**src/design/cmrf_pkg.sv**
```systemverilog
package cmrf_pkg;

  localparam int TIME_W   = 63;
  localparam int OFFSET_W = 64;
  localparam int TRIP_W   = 31;

  localparam logic [TRIP_W-1:0] MAX_TRIP_RESET = 31'd100000;

  // kind field
  localparam logic KIND_SAMPLE = 1'b0;
  localparam logic KIND_CLEAR  = 1'b1;

  // running minimum that walks down the row of slot cells
  typedef struct packed {
    logic                go;
    logic                have;
    logic [TRIP_W-1:0]   trip;
    logic [OFFSET_W-1:0] offset;
  } scan_tok_t;

endpackage

```
**src/design/cmrf_ifs.sv**
```systemverilog
interface cmrf_in_if;
  logic                           valid;
  logic                           ready;
  logic                           kind;
  logic [cmrf_pkg::TIME_W-1:0]    request_sent_time;
  logic [cmrf_pkg::TIME_W-1:0]    request_seen_time;
  logic [cmrf_pkg::TIME_W-1:0]    reply_sent_time;
  logic [cmrf_pkg::TIME_W-1:0]    reply_seen_time;

  modport source (output valid, kind, request_sent_time, request_seen_time,
                  reply_sent_time, reply_seen_time, input ready);
  modport sink (input valid, kind, request_sent_time, request_seen_time,
                reply_sent_time, reply_seen_time, output ready);
endinterface

interface cmrf_out_if;
  logic                                valid;
  logic                                ready;
  logic signed [cmrf_pkg::OFFSET_W-1:0] clock_offset;
  logic [cmrf_pkg::TRIP_W-1:0]         best_round_trip;
  logic                                synced;
  logic                                sample_taken;

  modport source (output valid, clock_offset, best_round_trip, synced, sample_taken,
                  input ready);
  modport sink (input valid, clock_offset, best_round_trip, synced, sample_taken,
                output ready);
endinterface

interface cmrf_cfg_if;
  logic                        valid;
  logic                        ready;
  logic [cmrf_pkg::TRIP_W-1:0] data;

  modport source (output valid, data, input ready);
  modport sink (input valid, data, output ready);
endinterface

```
**src/design/cmrf_cell.sv**
```systemverilog
module cmrf_cell (
  input  logic                           clk,
  input  logic                           rst,
  input  logic                           we,
  input  logic [cmrf_pkg::OFFSET_W-1:0]  wr_offset,
  input  logic [cmrf_pkg::TRIP_W-1:0]    wr_trip,
  input  logic                           active,
  input  cmrf_pkg::scan_tok_t            tok_in,
  output cmrf_pkg::scan_tok_t            tok_out
);

  logic [cmrf_pkg::OFFSET_W-1:0] offset;
  logic [cmrf_pkg::TRIP_W-1:0]   trip;
  logic                          take_own;

  // strict less-than: on a tie the lower slot already in the token wins
  assign take_own = active && (!tok_in.have || (trip < tok_in.trip));

  always_ff @(posedge clk) begin
    if (we) begin
      offset <= wr_offset;
      trip   <= wr_trip;
    end
  end

  always_ff @(posedge clk) begin
    if (rst) begin
      tok_out.go <= 1'b0;
    end else begin
      tok_out.go <= tok_in.go;
    end
    if (take_own) begin
      tok_out.have   <= 1'b1;
      tok_out.trip   <= trip;
      tok_out.offset <= offset;
    end else begin
      tok_out.have   <= tok_in.have;
      tok_out.trip   <= tok_in.trip;
      tok_out.offset <= tok_in.offset;
    end
  end

endmodule

```
**src/design/clock_offset_min_rtt_filter.sv**
```systemverilog
// Clock offset filter keeping the minimum round-trip sample.
//
// samples (sink): one item per two-way exchange, t1..t4 in microseconds, or a
//   clear item (kind = 1) that empties the window and drops sync.
// results (source): exactly one item per input item: offset and round trip of
//   the best held sample, synced flag, and whether this sample was taken.
// cfg (sink): writes max_round_trip; always ready, write only while idle.
//
// A taken sample goes from accept through the 64-bit sums, the 65-bit
//   differences and the limit check, then the running minimum walks the row of
//   slot cells, is latched, and loads the output register for results.valid.
//   Rejected and clear items skip the scan. One item is in flight at a time: no
//   new item is accepted until the last one has been loaded into the output register.
// The output register holds a finished item while the next item is accepted;
//   if results stalls, the block waits at its final step until the output
//   register frees, and samples.ready stays low meanwhile.
// Reset: window empty, not synced, max_round_trip = 100000, no result pending.
//   Slot contents are not cleared; only the filled count decides which slots
//   take part in the scan.
module clock_offset_min_rtt_filter #(
  parameter int WINDOW = 8
) (
  input  logic        clk,
  input  logic        rst,
  cmrf_in_if.sink     samples,
  cmrf_out_if.source  results,
  cmrf_cfg_if.sink    cfg
);

  localparam int SLOT_W  = (WINDOW > 1) ? $clog2(WINDOW) : 1;
  localparam int COUNT_W = $clog2(WINDOW + 1);
  localparam int OW      = cmrf_pkg::OFFSET_W;
  localparam int TW      = cmrf_pkg::TRIP_W;
  localparam int XW      = cmrf_pkg::TIME_W;

  localparam logic [2:0] ST_IDLE   = 3'd0;
  localparam logic [2:0] ST_CALC   = 3'd1;
  localparam logic [2:0] ST_CHECK  = 3'd2;
  localparam logic [2:0] ST_DECIDE = 3'd3;
  localparam logic [2:0] ST_SCAN   = 3'd4;
  localparam logic [2:0] ST_DONE   = 3'd5;

  logic [2:0] state;

  // captured item
  logic          kind;
  logic [XW-1:0] t1, t2, t3, t4;

  // pipeline of the exchange arithmetic
  logic [OW-1:0] late, early, ref_side, loc_side;  // exact 64-bit sums
  logic [OW:0]   trip_diff, off_diff;              // signed 65-bit differences

  logic [TW-1:0] max_round_trip;

  // window bookkeeping
  logic [SLOT_W-1:0]  write_slot;
  logic [COUNT_W-1:0] filled_count;
  logic [OW-1:0]      current_offset;
  logic [TW-1:0]      current_best_trip;
  logic               locked;
  logic               taken;
  logic               go0;

  logic          pass_check;
  logic [OW:0]   off_round;
  logic [OW-1:0] new_offset;
  logic [TW-1:0] new_trip;
  logic          wr_en;
  logic          out_free;

  cmrf_pkg::scan_tok_t tok [WINDOW+1];

  assign samples.ready = (state == ST_IDLE);
  assign cfg.ready     = 1'b1;
  assign out_free      = !results.valid || results.ready;

  // round trip must be non-negative and within the limit
  assign pass_check = !trip_diff[OW] &&
                      (trip_diff[OW-1:0] <= {{(OW-TW){1'b0}}, max_round_trip});
  assign new_trip   = trip_diff[TW-1:0];
  // halve toward zero: add one before the arithmetic shift when negative
  assign off_round  = off_diff + {{OW{1'b0}}, off_diff[OW]};
  assign new_offset = off_round[OW:1];
  assign wr_en      = (state == ST_DECIDE) && (kind == cmrf_pkg::KIND_SAMPLE) && pass_check;

  always_ff @(posedge clk) begin
    if (rst) begin
      max_round_trip <= cmrf_pkg::MAX_TRIP_RESET;
    end else if (cfg.valid) begin
      max_round_trip <= cfg.data;
    end
  end

  always_ff @(posedge clk) begin
    if (samples.valid && samples.ready) begin
      kind <= samples.kind;
      t1   <= samples.request_sent_time;
      t2   <= samples.request_seen_time;
      t3   <= samples.reply_sent_time;
      t4   <= samples.reply_seen_time;
    end
    if (state == ST_CALC) begin
      late     <= {1'b0, t4} + {1'b0, t2};
      early    <= {1'b0, t1} + {1'b0, t3};
      ref_side <= {1'b0, t2} + {1'b0, t3};
      loc_side <= {1'b0, t1} + {1'b0, t4};
    end
    if (state == ST_CHECK) begin
      trip_diff <= {1'b0, late} - {1'b0, early};
      off_diff  <= {1'b0, ref_side} - {1'b0, loc_side};
    end
  end

  // sequencer and window state
  always_ff @(posedge clk) begin
    if (rst) begin
      state             <= ST_IDLE;
      write_slot        <= '0;
      filled_count      <= '0;
      current_offset    <= '0;
      current_best_trip <= '0;
      locked            <= 1'b0;
      taken             <= 1'b0;
      go0               <= 1'b0;
    end else begin
      go0 <= 1'b0;
      case (state)
        ST_IDLE: begin
          if (samples.valid) begin
            state <= ST_CALC;
          end
        end
        ST_CALC: begin
          state <= ST_CHECK;
        end
        ST_CHECK: begin
          state <= ST_DECIDE;
        end
        ST_DECIDE: begin
          taken <= wr_en;
          if (kind == cmrf_pkg::KIND_CLEAR) begin
            write_slot        <= '0;
            filled_count      <= '0;
            current_offset    <= '0;
            current_best_trip <= '0;
            locked            <= 1'b0;
            state             <= ST_DONE;
          end else if (wr_en) begin
            write_slot <= (write_slot == SLOT_W'(WINDOW - 1)) ? '0 : write_slot + 1'b1;
            if (filled_count != COUNT_W'(WINDOW)) begin
              filled_count <= filled_count + 1'b1;
            end
            go0   <= 1'b1;
            state <= ST_SCAN;
          end else begin
            state <= ST_DONE;
          end
        end
        ST_SCAN: begin
          // minimum arrives at the end of the row
          if (tok[WINDOW].go) begin
            current_offset    <= tok[WINDOW].offset;
            current_best_trip <= tok[WINDOW].trip;
            locked            <= 1'b1;
            state             <= ST_DONE;
          end
        end
        ST_DONE: begin
          if (out_free) begin
            state <= ST_IDLE;
          end
        end
        default: begin
          state <= ST_IDLE;
        end
      endcase
    end
  end

  // output register
  always_ff @(posedge clk) begin
    if (rst) begin
      results.valid <= 1'b0;
    end else if (state == ST_DONE && out_free) begin
      results.valid <= 1'b1;
    end else if (results.ready) begin
      results.valid <= 1'b0;
    end
  end

  always_ff @(posedge clk) begin
    if (state == ST_DONE && out_free) begin
      results.clock_offset    <= current_offset;
      results.best_round_trip <= current_best_trip;
      results.synced          <= locked;
      results.sample_taken    <= taken;
    end
  end

  // row of slot cells; token enters at slot 0 and moves one slot per cycle
  assign tok[0].go     = go0;
  assign tok[0].have   = 1'b0;
  assign tok[0].trip   = '0;
  assign tok[0].offset = '0;

  for (genvar i = 0; i < WINDOW; i++) begin : g_slot
    cmrf_cell u_cell (
      .clk       (clk),
      .rst       (rst),
      .we        (wr_en && (write_slot == SLOT_W'(i))),
      .wr_offset (new_offset),
      .wr_trip   (new_trip),
      .active    (COUNT_W'(i) < filled_count),
      .tok_in    (tok[i]),
      .tok_out   (tok[i+1])
    );
  end

  a_scan_only_in_scan: assert property (@(posedge clk) disable iff (rst)
    tok[WINDOW].go |-> state == ST_SCAN)
    else $error("scan token left the row outside the scan step");

  a_scan_has_sample: assert property (@(posedge clk) disable iff (rst)
    tok[WINDOW].go |-> tok[WINDOW].have)
    else $error("scan finished without any held sample");

  a_fill_bound: assert property (@(posedge clk) disable iff (rst)
    filled_count <= COUNT_W'(WINDOW))
    else $error("filled count beyond window");

  // during a scan the count already includes the new sample, sync follows at its end
  a_lock_matches_fill: assert property (@(posedge clk) disable iff (rst)
    state != ST_SCAN |-> locked == (filled_count != '0))
    else $error("synced flag disagrees with window fill");

  a_taken_synced: assert property (@(posedge clk) disable iff (rst)
    results.valid && results.sample_taken |-> results.synced)
    else $error("taken sample reported without sync");

endmodule

```
**src/flat_wrapper.sv**
```systemverilog
// flat-port wrapper written by rule: the top's interface ports become plain ports
module clock_offset_min_rtt_filter_flat 
#(
  parameter int WINDOW = 8
)
  (clk, rst, samples_valid, samples_kind, samples_request_sent_time, samples_request_seen_time, samples_reply_sent_time, samples_reply_seen_time, samples_ready, results_valid, results_clock_offset, results_best_round_trip, results_synced, results_sample_taken, results_ready, cfg_valid, cfg_data, cfg_ready);
  cmrf_in_if samples_i ();
  cmrf_out_if results_i ();
  cmrf_cfg_if cfg_i ();
  input  logic clk;
  input  logic rst;
  input wire logic [$bits(samples_i.valid)-1:0] samples_valid;
  input wire logic [$bits(samples_i.kind)-1:0] samples_kind;
  input wire logic [$bits(samples_i.request_sent_time)-1:0] samples_request_sent_time;
  input wire logic [$bits(samples_i.request_seen_time)-1:0] samples_request_seen_time;
  input wire logic [$bits(samples_i.reply_sent_time)-1:0] samples_reply_sent_time;
  input wire logic [$bits(samples_i.reply_seen_time)-1:0] samples_reply_seen_time;
  output wire logic [$bits(samples_i.ready)-1:0] samples_ready;
  output wire logic [$bits(results_i.valid)-1:0] results_valid;
  output wire logic [$bits(results_i.clock_offset)-1:0] results_clock_offset;
  output wire logic [$bits(results_i.best_round_trip)-1:0] results_best_round_trip;
  output wire logic [$bits(results_i.synced)-1:0] results_synced;
  output wire logic [$bits(results_i.sample_taken)-1:0] results_sample_taken;
  input wire logic [$bits(results_i.ready)-1:0] results_ready;
  input wire logic [$bits(cfg_i.valid)-1:0] cfg_valid;
  input wire logic [$bits(cfg_i.data)-1:0] cfg_data;
  output wire logic [$bits(cfg_i.ready)-1:0] cfg_ready;
  assign samples_i.valid = samples_valid;
  assign samples_i.kind = samples_kind;
  assign samples_i.request_sent_time = samples_request_sent_time;
  assign samples_i.request_seen_time = samples_request_seen_time;
  assign samples_i.reply_sent_time = samples_reply_sent_time;
  assign samples_i.reply_seen_time = samples_reply_seen_time;
  assign samples_ready = samples_i.ready;
  assign results_valid = results_i.valid;
  assign results_clock_offset = results_i.clock_offset;
  assign results_best_round_trip = results_i.best_round_trip;
  assign results_synced = results_i.synced;
  assign results_sample_taken = results_i.sample_taken;
  assign results_i.ready = results_ready;
  assign cfg_i.valid = cfg_valid;
  assign cfg_i.data = cfg_data;
  assign cfg_ready = cfg_i.ready;
  clock_offset_min_rtt_filter #(.WINDOW(WINDOW)) u_core (.clk(clk), .rst(rst), .samples(samples_i), .results(results_i), .cfg(cfg_i));
endmodule
```
**config.mk**
```make
export PLATFORM = sky130hd
export DESIGN_NAME = clock_offset_min_rtt_filter_flat
export DESIGN_NICKNAME = d
export VERILOG_FILES = /design/src/design/cmrf_pkg.sv /design/src/design/cmrf_ifs.sv /design/src/design/cmrf_cell.sv /design/src/design/clock_offset_min_rtt_filter.sv /design/src/flat_wrapper.sv
export SDC_FILE = /design/constraint.sdc
export NUM_CORES = 2
export LEC_CHECK = 0
export ABC_AREA = 1
export BUFFER_PORTS_ARGS = -buffer_cell sky130_fd_sc_hd__buf_4
export CAP_MARGIN = 30
export CORE_MARGIN = 3
export CORE_UTILIZATION = 30
export DETAILED_ROUTE_END_ITERATION = 8
export PLACE_DENSITY = 0.52
export SLEW_MARGIN = 20
export SYNTH_ARGS = -nofsm -noshare
export SYNTH_HDL_FRONTEND = slang
export SYNTH_HIERARCHICAL = 1
export SYNTH_SLANG_ARGS = --single-unit
```
**constraint.sdc**
```tcl
create_clock -name clk -period 23.6 [get_ports clk]
set_input_delay 3.54 -clock clk [delete_from_list [all_inputs] [get_ports clk]]
set_output_delay 3.54 -clock clk [all_outputs]
set_load 0.01 [all_outputs]
```
# --- Word level (Yosys, flattened, before mapping) ---
# Cells that the tools add are included.
op_classes:
  n_addsub: 9
  n_lt_le_gt_ge: 16
  eq_ne: 17
  muxes: 32
  bitwise: 2
  n_reduce_logical: 48
op_table:
  columns: ["op", "count"]
  rows:
  - ["$mux 95", 7]
  - ["$add 63x63->64", 4]
  - ["$lt 31x31->1", 7]
  - ["$sub 64x64->65", 2]
  - ["$mux 64", 2]
  - ["$pmux 64 s2", 1]
  - ["$mux 96", 1]
  - ["$add 65x1->65", 1]
  - ["$le 64x31->1", 1]
  - ["$mux 31", 2]
  - ["$pmux 31 s2", 1]
  - ["$mux 3", 7]
  - ["$logic_and 1x1->1", 20]
  - ["$eq 3x3->1 const B", 6]
  - ["$pmux 3 s6", 1]
  - ["$lt 3x4->1 const A", 4]
  - ["$eq 3x2->1 const B", 4]
  - ["$mux 4", 3]
  - ["$logic_not 1->1", 9]
  - ["$reduce_and 3->1", 3]
  - ["$logic_or 1x1->1", 8]
  - ["$lt 1x4->1 const A", 2]
  - ["$lt 2x4->1 const A", 2]
  - ["$reduce_bool 2->1", 4]
  - ["12 further kinds", 22]
word_totals:
  reg_bits: 2411
  in_bits: 289
  output_inout_bits: 100

# --- Longest topological paths before layout ---
logic_depth:
  ltp_word: 6
  ltp_mapped: 20

# --- Modules after synthesis ---
# Netlist, hierarchy kept.
modules_own_cells:
  columns: ["module", "instances", "cells_per_inst", "area_each_um2"]
  rows:
  - ["cmrf_cell", 8, 665, 7043.0]
  - ["clock_offset_min_rtt_filter", 1, 6663, 56082.5]

# --- Least setup slack after synthesis ---
# Ideal clock, no wire load.
synth_timing:
  path_kind: "input port to flip-flop"
  start: "in samples_valid"
  end: "reg u_core.kind (enable)"
  arrival_ns: 20.479
  required_ns: 22.423
  slack_ns: 1.944
  stages: 2
  n_path_buf: 0
  path_cell_list: "inv_1 -> nor3_1"
synth_between:
  elab_chain_len: 1
synth_rtl:
  columns: ["item", "line", "rtl"]
  rows:
  - ["start: declaration", "flat_wrapper.sv:12", "input wire logic [$bits(samples_i.valid)-1:0] samples_valid;"]
  - ["$logic_and 1x1->1", "clock_offset_min_rtt_filter.sv:95", "if (samples.valid && samples.ready) begin"]
  - ["end signal: assignment", "clock_offset_min_rtt_filter.sv:96", "kind <= samples.kind;"]
  - ["end: declaration", "clock_offset_min_rtt_filter.sv:46", "logic kind;"]
# Every way passes these cells.
# A chain may end at the register's enable or synchronous reset.

# --- Worst setup path in the final report ---
layout_timing:
  start: "in samples_valid"
  end: "reg u_core.t4[35] (enable)"
layout_between:
  elab_chain_len: 1
layout_rtl:
  columns: ["item", "line", "rtl"]
  rows:
  - ["$logic_and 1x1->1", "clock_offset_min_rtt_filter.sv:95", null]
  - ["end signal: assignment", "clock_offset_min_rtt_filter.sv:100", "t4 <= samples.reply_seen_time;"]
  - ["end: declaration", "clock_offset_min_rtt_filter.sv:47", "logic [XW-1:0] t1, t2, t3, t4;"]
# Every way passes these cells.

==> metrics.md <==
| Metric | Value |
|---|---|
| Status | `complete, but fails checks` |
| Failing checks | `max-slew violations` |
| Largest net degree at the start of global routing | `97` |
| Clk pwr share | `34.7%` |
| Non-filler cells, final | `17,800` |
| CTS Buf Count | `275` |
| Pre-CTS setup slack | `15.67 ns` |
| Slowest cell delay on critical path | `0.81 ns` |
| Switch share | `32.2%` |
| Max cap viols | `0` |
| Vias in the first global route | `78,600` |
| Cell breakdown of the critical path | `buf_4, inv_1, nor3_2, buf_4, buf_4, buf_4, buf_16, buf_4` |
| Final Critical Period | `6.74 ns` |
| CP Buf/Inv Count | `7` |
| Clock Latency Late Sink | `0.91 ns` |
| Row Count | `224` |
| Crit Path Class | `primary input to register` |
| Period utilization | `28.5%` |
| Comb pwr share | `22.0%` |
| DIE AREA | `382,000 sq um` |
| H-Tree Depth | `5` |
| Fin area | `131,000 sq um` |
| Worst EP arrival | `7.23 ns` |
| Hold Violations, Final | `0` |
| Routed vias/inst | `4.61` |
| Post CTS Setup Buffer Count | `0` |
| Final Wtd Congestion | `1.00` |
| Max Transition Viols Final | `97` |
| Core box area | `373,000 sq um` |
| Cell area after synthesis | `112,000 sq um` |
| Num ports | `389` |
| Area post-placement | `121,000 sq um` |
| Area delta synth->final | `16.2%` |
| Stages on worst setup path | `8` |
| Cell Count Post-Placement | `17,200` |
| Final TNS setup | `0 ns` |
| CP Capture Type | `register` |
| RSZ-0062 raised after global routing | `no` |
| Seq pwr share | `43.3%` |
| Length in cells of the worst reg-to-reg path | `8` |
| Residual DRC | `0` |
| Syn Area/Cell | `9.38 sq um` |
| Setup WS post-layout | `16.86 ns` |
| Rel. slew slack | `-33.8%` |
| Fill cells | `38,700` |
| First drt pass iteration count | `6` |
| WL per Instance | `20.2 um` |
| WP data required | `24.09 ns` |
| DR vias | `81,800` |
| Max VDD drop | `51.2 uV` |
| CP most frequent cell | `buf_4` |
| Power per cell area | `94.0 nW/um^2` |
| Synth warnings | `6` |
| CTS tree | `built` |
| Worst-path clk slew | `0.06 ns` |
| Fraction of layout cells with a size suffix above 1 | `8.04%` |
| Final Setup Violations | `0` |
| Power Internal | `8.32 mW` |
| Skew final | `0.0561 ns` |
| First-pass GRT wire length | `524,000 um` |
| CTS sink count | `2,411` |
| Worst slew pin tran | `2.01 ns` |
| Critical path's top delay family | `buffers and inverters` |
| Die Y | `618 um` |
| Highest clock rate | `148 MHz` |
| Root Driver | `clkbuf_16` |
| Port Buffers | `387` |
| Grt total ovfl | `0` |
| Net Switching | `3.96 mW` |
| CP startpoint kind | `primary input` |
| Initial antenna violation count | `5` |
| Drt total wl | `360,000 um` |
| Initial Utilization | `30.2%` |
| Worst Hold Class | `register to register` |
| Die width | `618 um` |
| Nets | `13,500` |
| Hpwl dp | `290,000 um` |
| Routed Antenna Nets | `0` |
| Total GRT Usage | `18.3%` |
| Leakage | `55.2 nW` |
| CTS max path bufs | `4` |
| Post_cts resized | `0` |
| DR iter-0 viols | `6,314` |
| Cells after Synth | `12,000` |
| Slowest cell on the critical path | `buf_4` |
| CP Max Fanout | `70` |
| Hold Path Depth | `2` |
| CTS Hold Bufs | `0` |
-- metal layers --
layer	GRT usage [%]	part of all wire, %	up-vias
li1	-	-	41200
met1	25.3	47	38000
met3	2.38	4.9	515
met5	0	0	-
met2	28.4	43	2084
met4	8.37	5.1	0
-- area by class of cell --
class | count | area, sq um | area share [%]
Sequential cell | 2411 | 63300 | 48.4
Multi-Input combinational cell | 7996 | 42900 | 32.9
Clock buffer | 385 | 7810 | 5.98
Tap cell | 4972 | 6220 | 4.76
Inverter | 1377 | 5170 | 3.96
Timing Repair Buffer | 505 | 3880 | 2.97
Clock inverter | 117 | 1290 | 0.986
Antenna cell | 8 | 20.0 | 0.0153
-- path summary, 6_finish.rpt --
kind | from | to | slack, ns
worst min-delay path | u_core/g_slot[0].u_cell/tok_out[54]$_DFF_P_ | u_core/g_slot[1].u_cell/tok_out[54]$_DFF_P_ | 0.37
worst min register to register | u_core/g_slot[0].u_cell/tok_out[54]$_DFF_P_ | u_core/g_slot[1].u_cell/tok_out[54]$_DFF_P_ | 0.37
worst max-delay path | samples_valid | u_core/t4[35]$_DFFE_PP_ | 16.86
worst max register to register | u_core/state[1]$_SDFFE_PP0P_ | u_core/t4[35]$_DFFE_PP_ | 18.62
-- worst register-to-register path: stages (launching register included) --
cell,delay [ns]
dfxtp_1,0.36
nor2_4,0.56
inv_1,0.15
nor3_2,0.36
buf_4,0.72
buf_4,0.83
buf_4,0.49
buf_16,0.32
buf_4,0.75
-- registers in the layout (all words and copies together), names as in the netlist, 64 cells and up --
register                      cells
u_core/trip_diff                 65
u_core/loc_side                  64
u_core/g_slot.u_cell/tok_out    775
u_core/g_slot.u_cell/trip       248
u_core/results.clock_offset      64
u_core/ref_side                  64
u_core/late                      64
u_core/off_diff                  65
u_core/g_slot.u_cell/offset     512
u_core/early                     64
u_core/current_offset            64
-- per-stage QoR --
step / util (%) / total power, mW / hold slack, ns
detailed placement: 32.5 / 8.07 / 0.389
floorplan: - / 6.99 / 0.388
global placement: 32.5 / 8.06 / 0.379
global route: 35.0 / 12.9 / 0.385
CTS: 35.0 / 12.4 / 0.364
finish: 35.0 / 12.3 / 0.374
-- power groups by stage --
stage	sequential, mW	clock [mW]	combinational (mW)
5_1_grt	5.34	4.55	2.99
6_report	5.32	4.26	2.71
3_5_place_dp	5.41	0	2.66
4_1_cts	5.32	4.39	2.68
2_1_floorplan	5.28	0	1.71
3_3_place_gp	5.41	0	2.66
-- cells in the final DEF, fill, tap and decap left out, types with 30 or more instances in the layout --
cell type  instances
dfxtp_1          912
xor2_1           264
a21oi_1          753
nor2_1           819
clkbuf_1          70
edfxtp_1        1496
o21bai_1          50
a21o_1            48
conb_1           129
xnor2_1          114
a31oi_1           86
nand2_1         3064
clkbuf_16        285
ha_1             661
inv_1           1374
clkbuf_8          30
nand3_1         1106
clkinv_2          33
nor3_1            58
buf_4            477
nand4_1          177
o21ai_0          393
No activity file was read; power rests on OpenSTA's default activity.
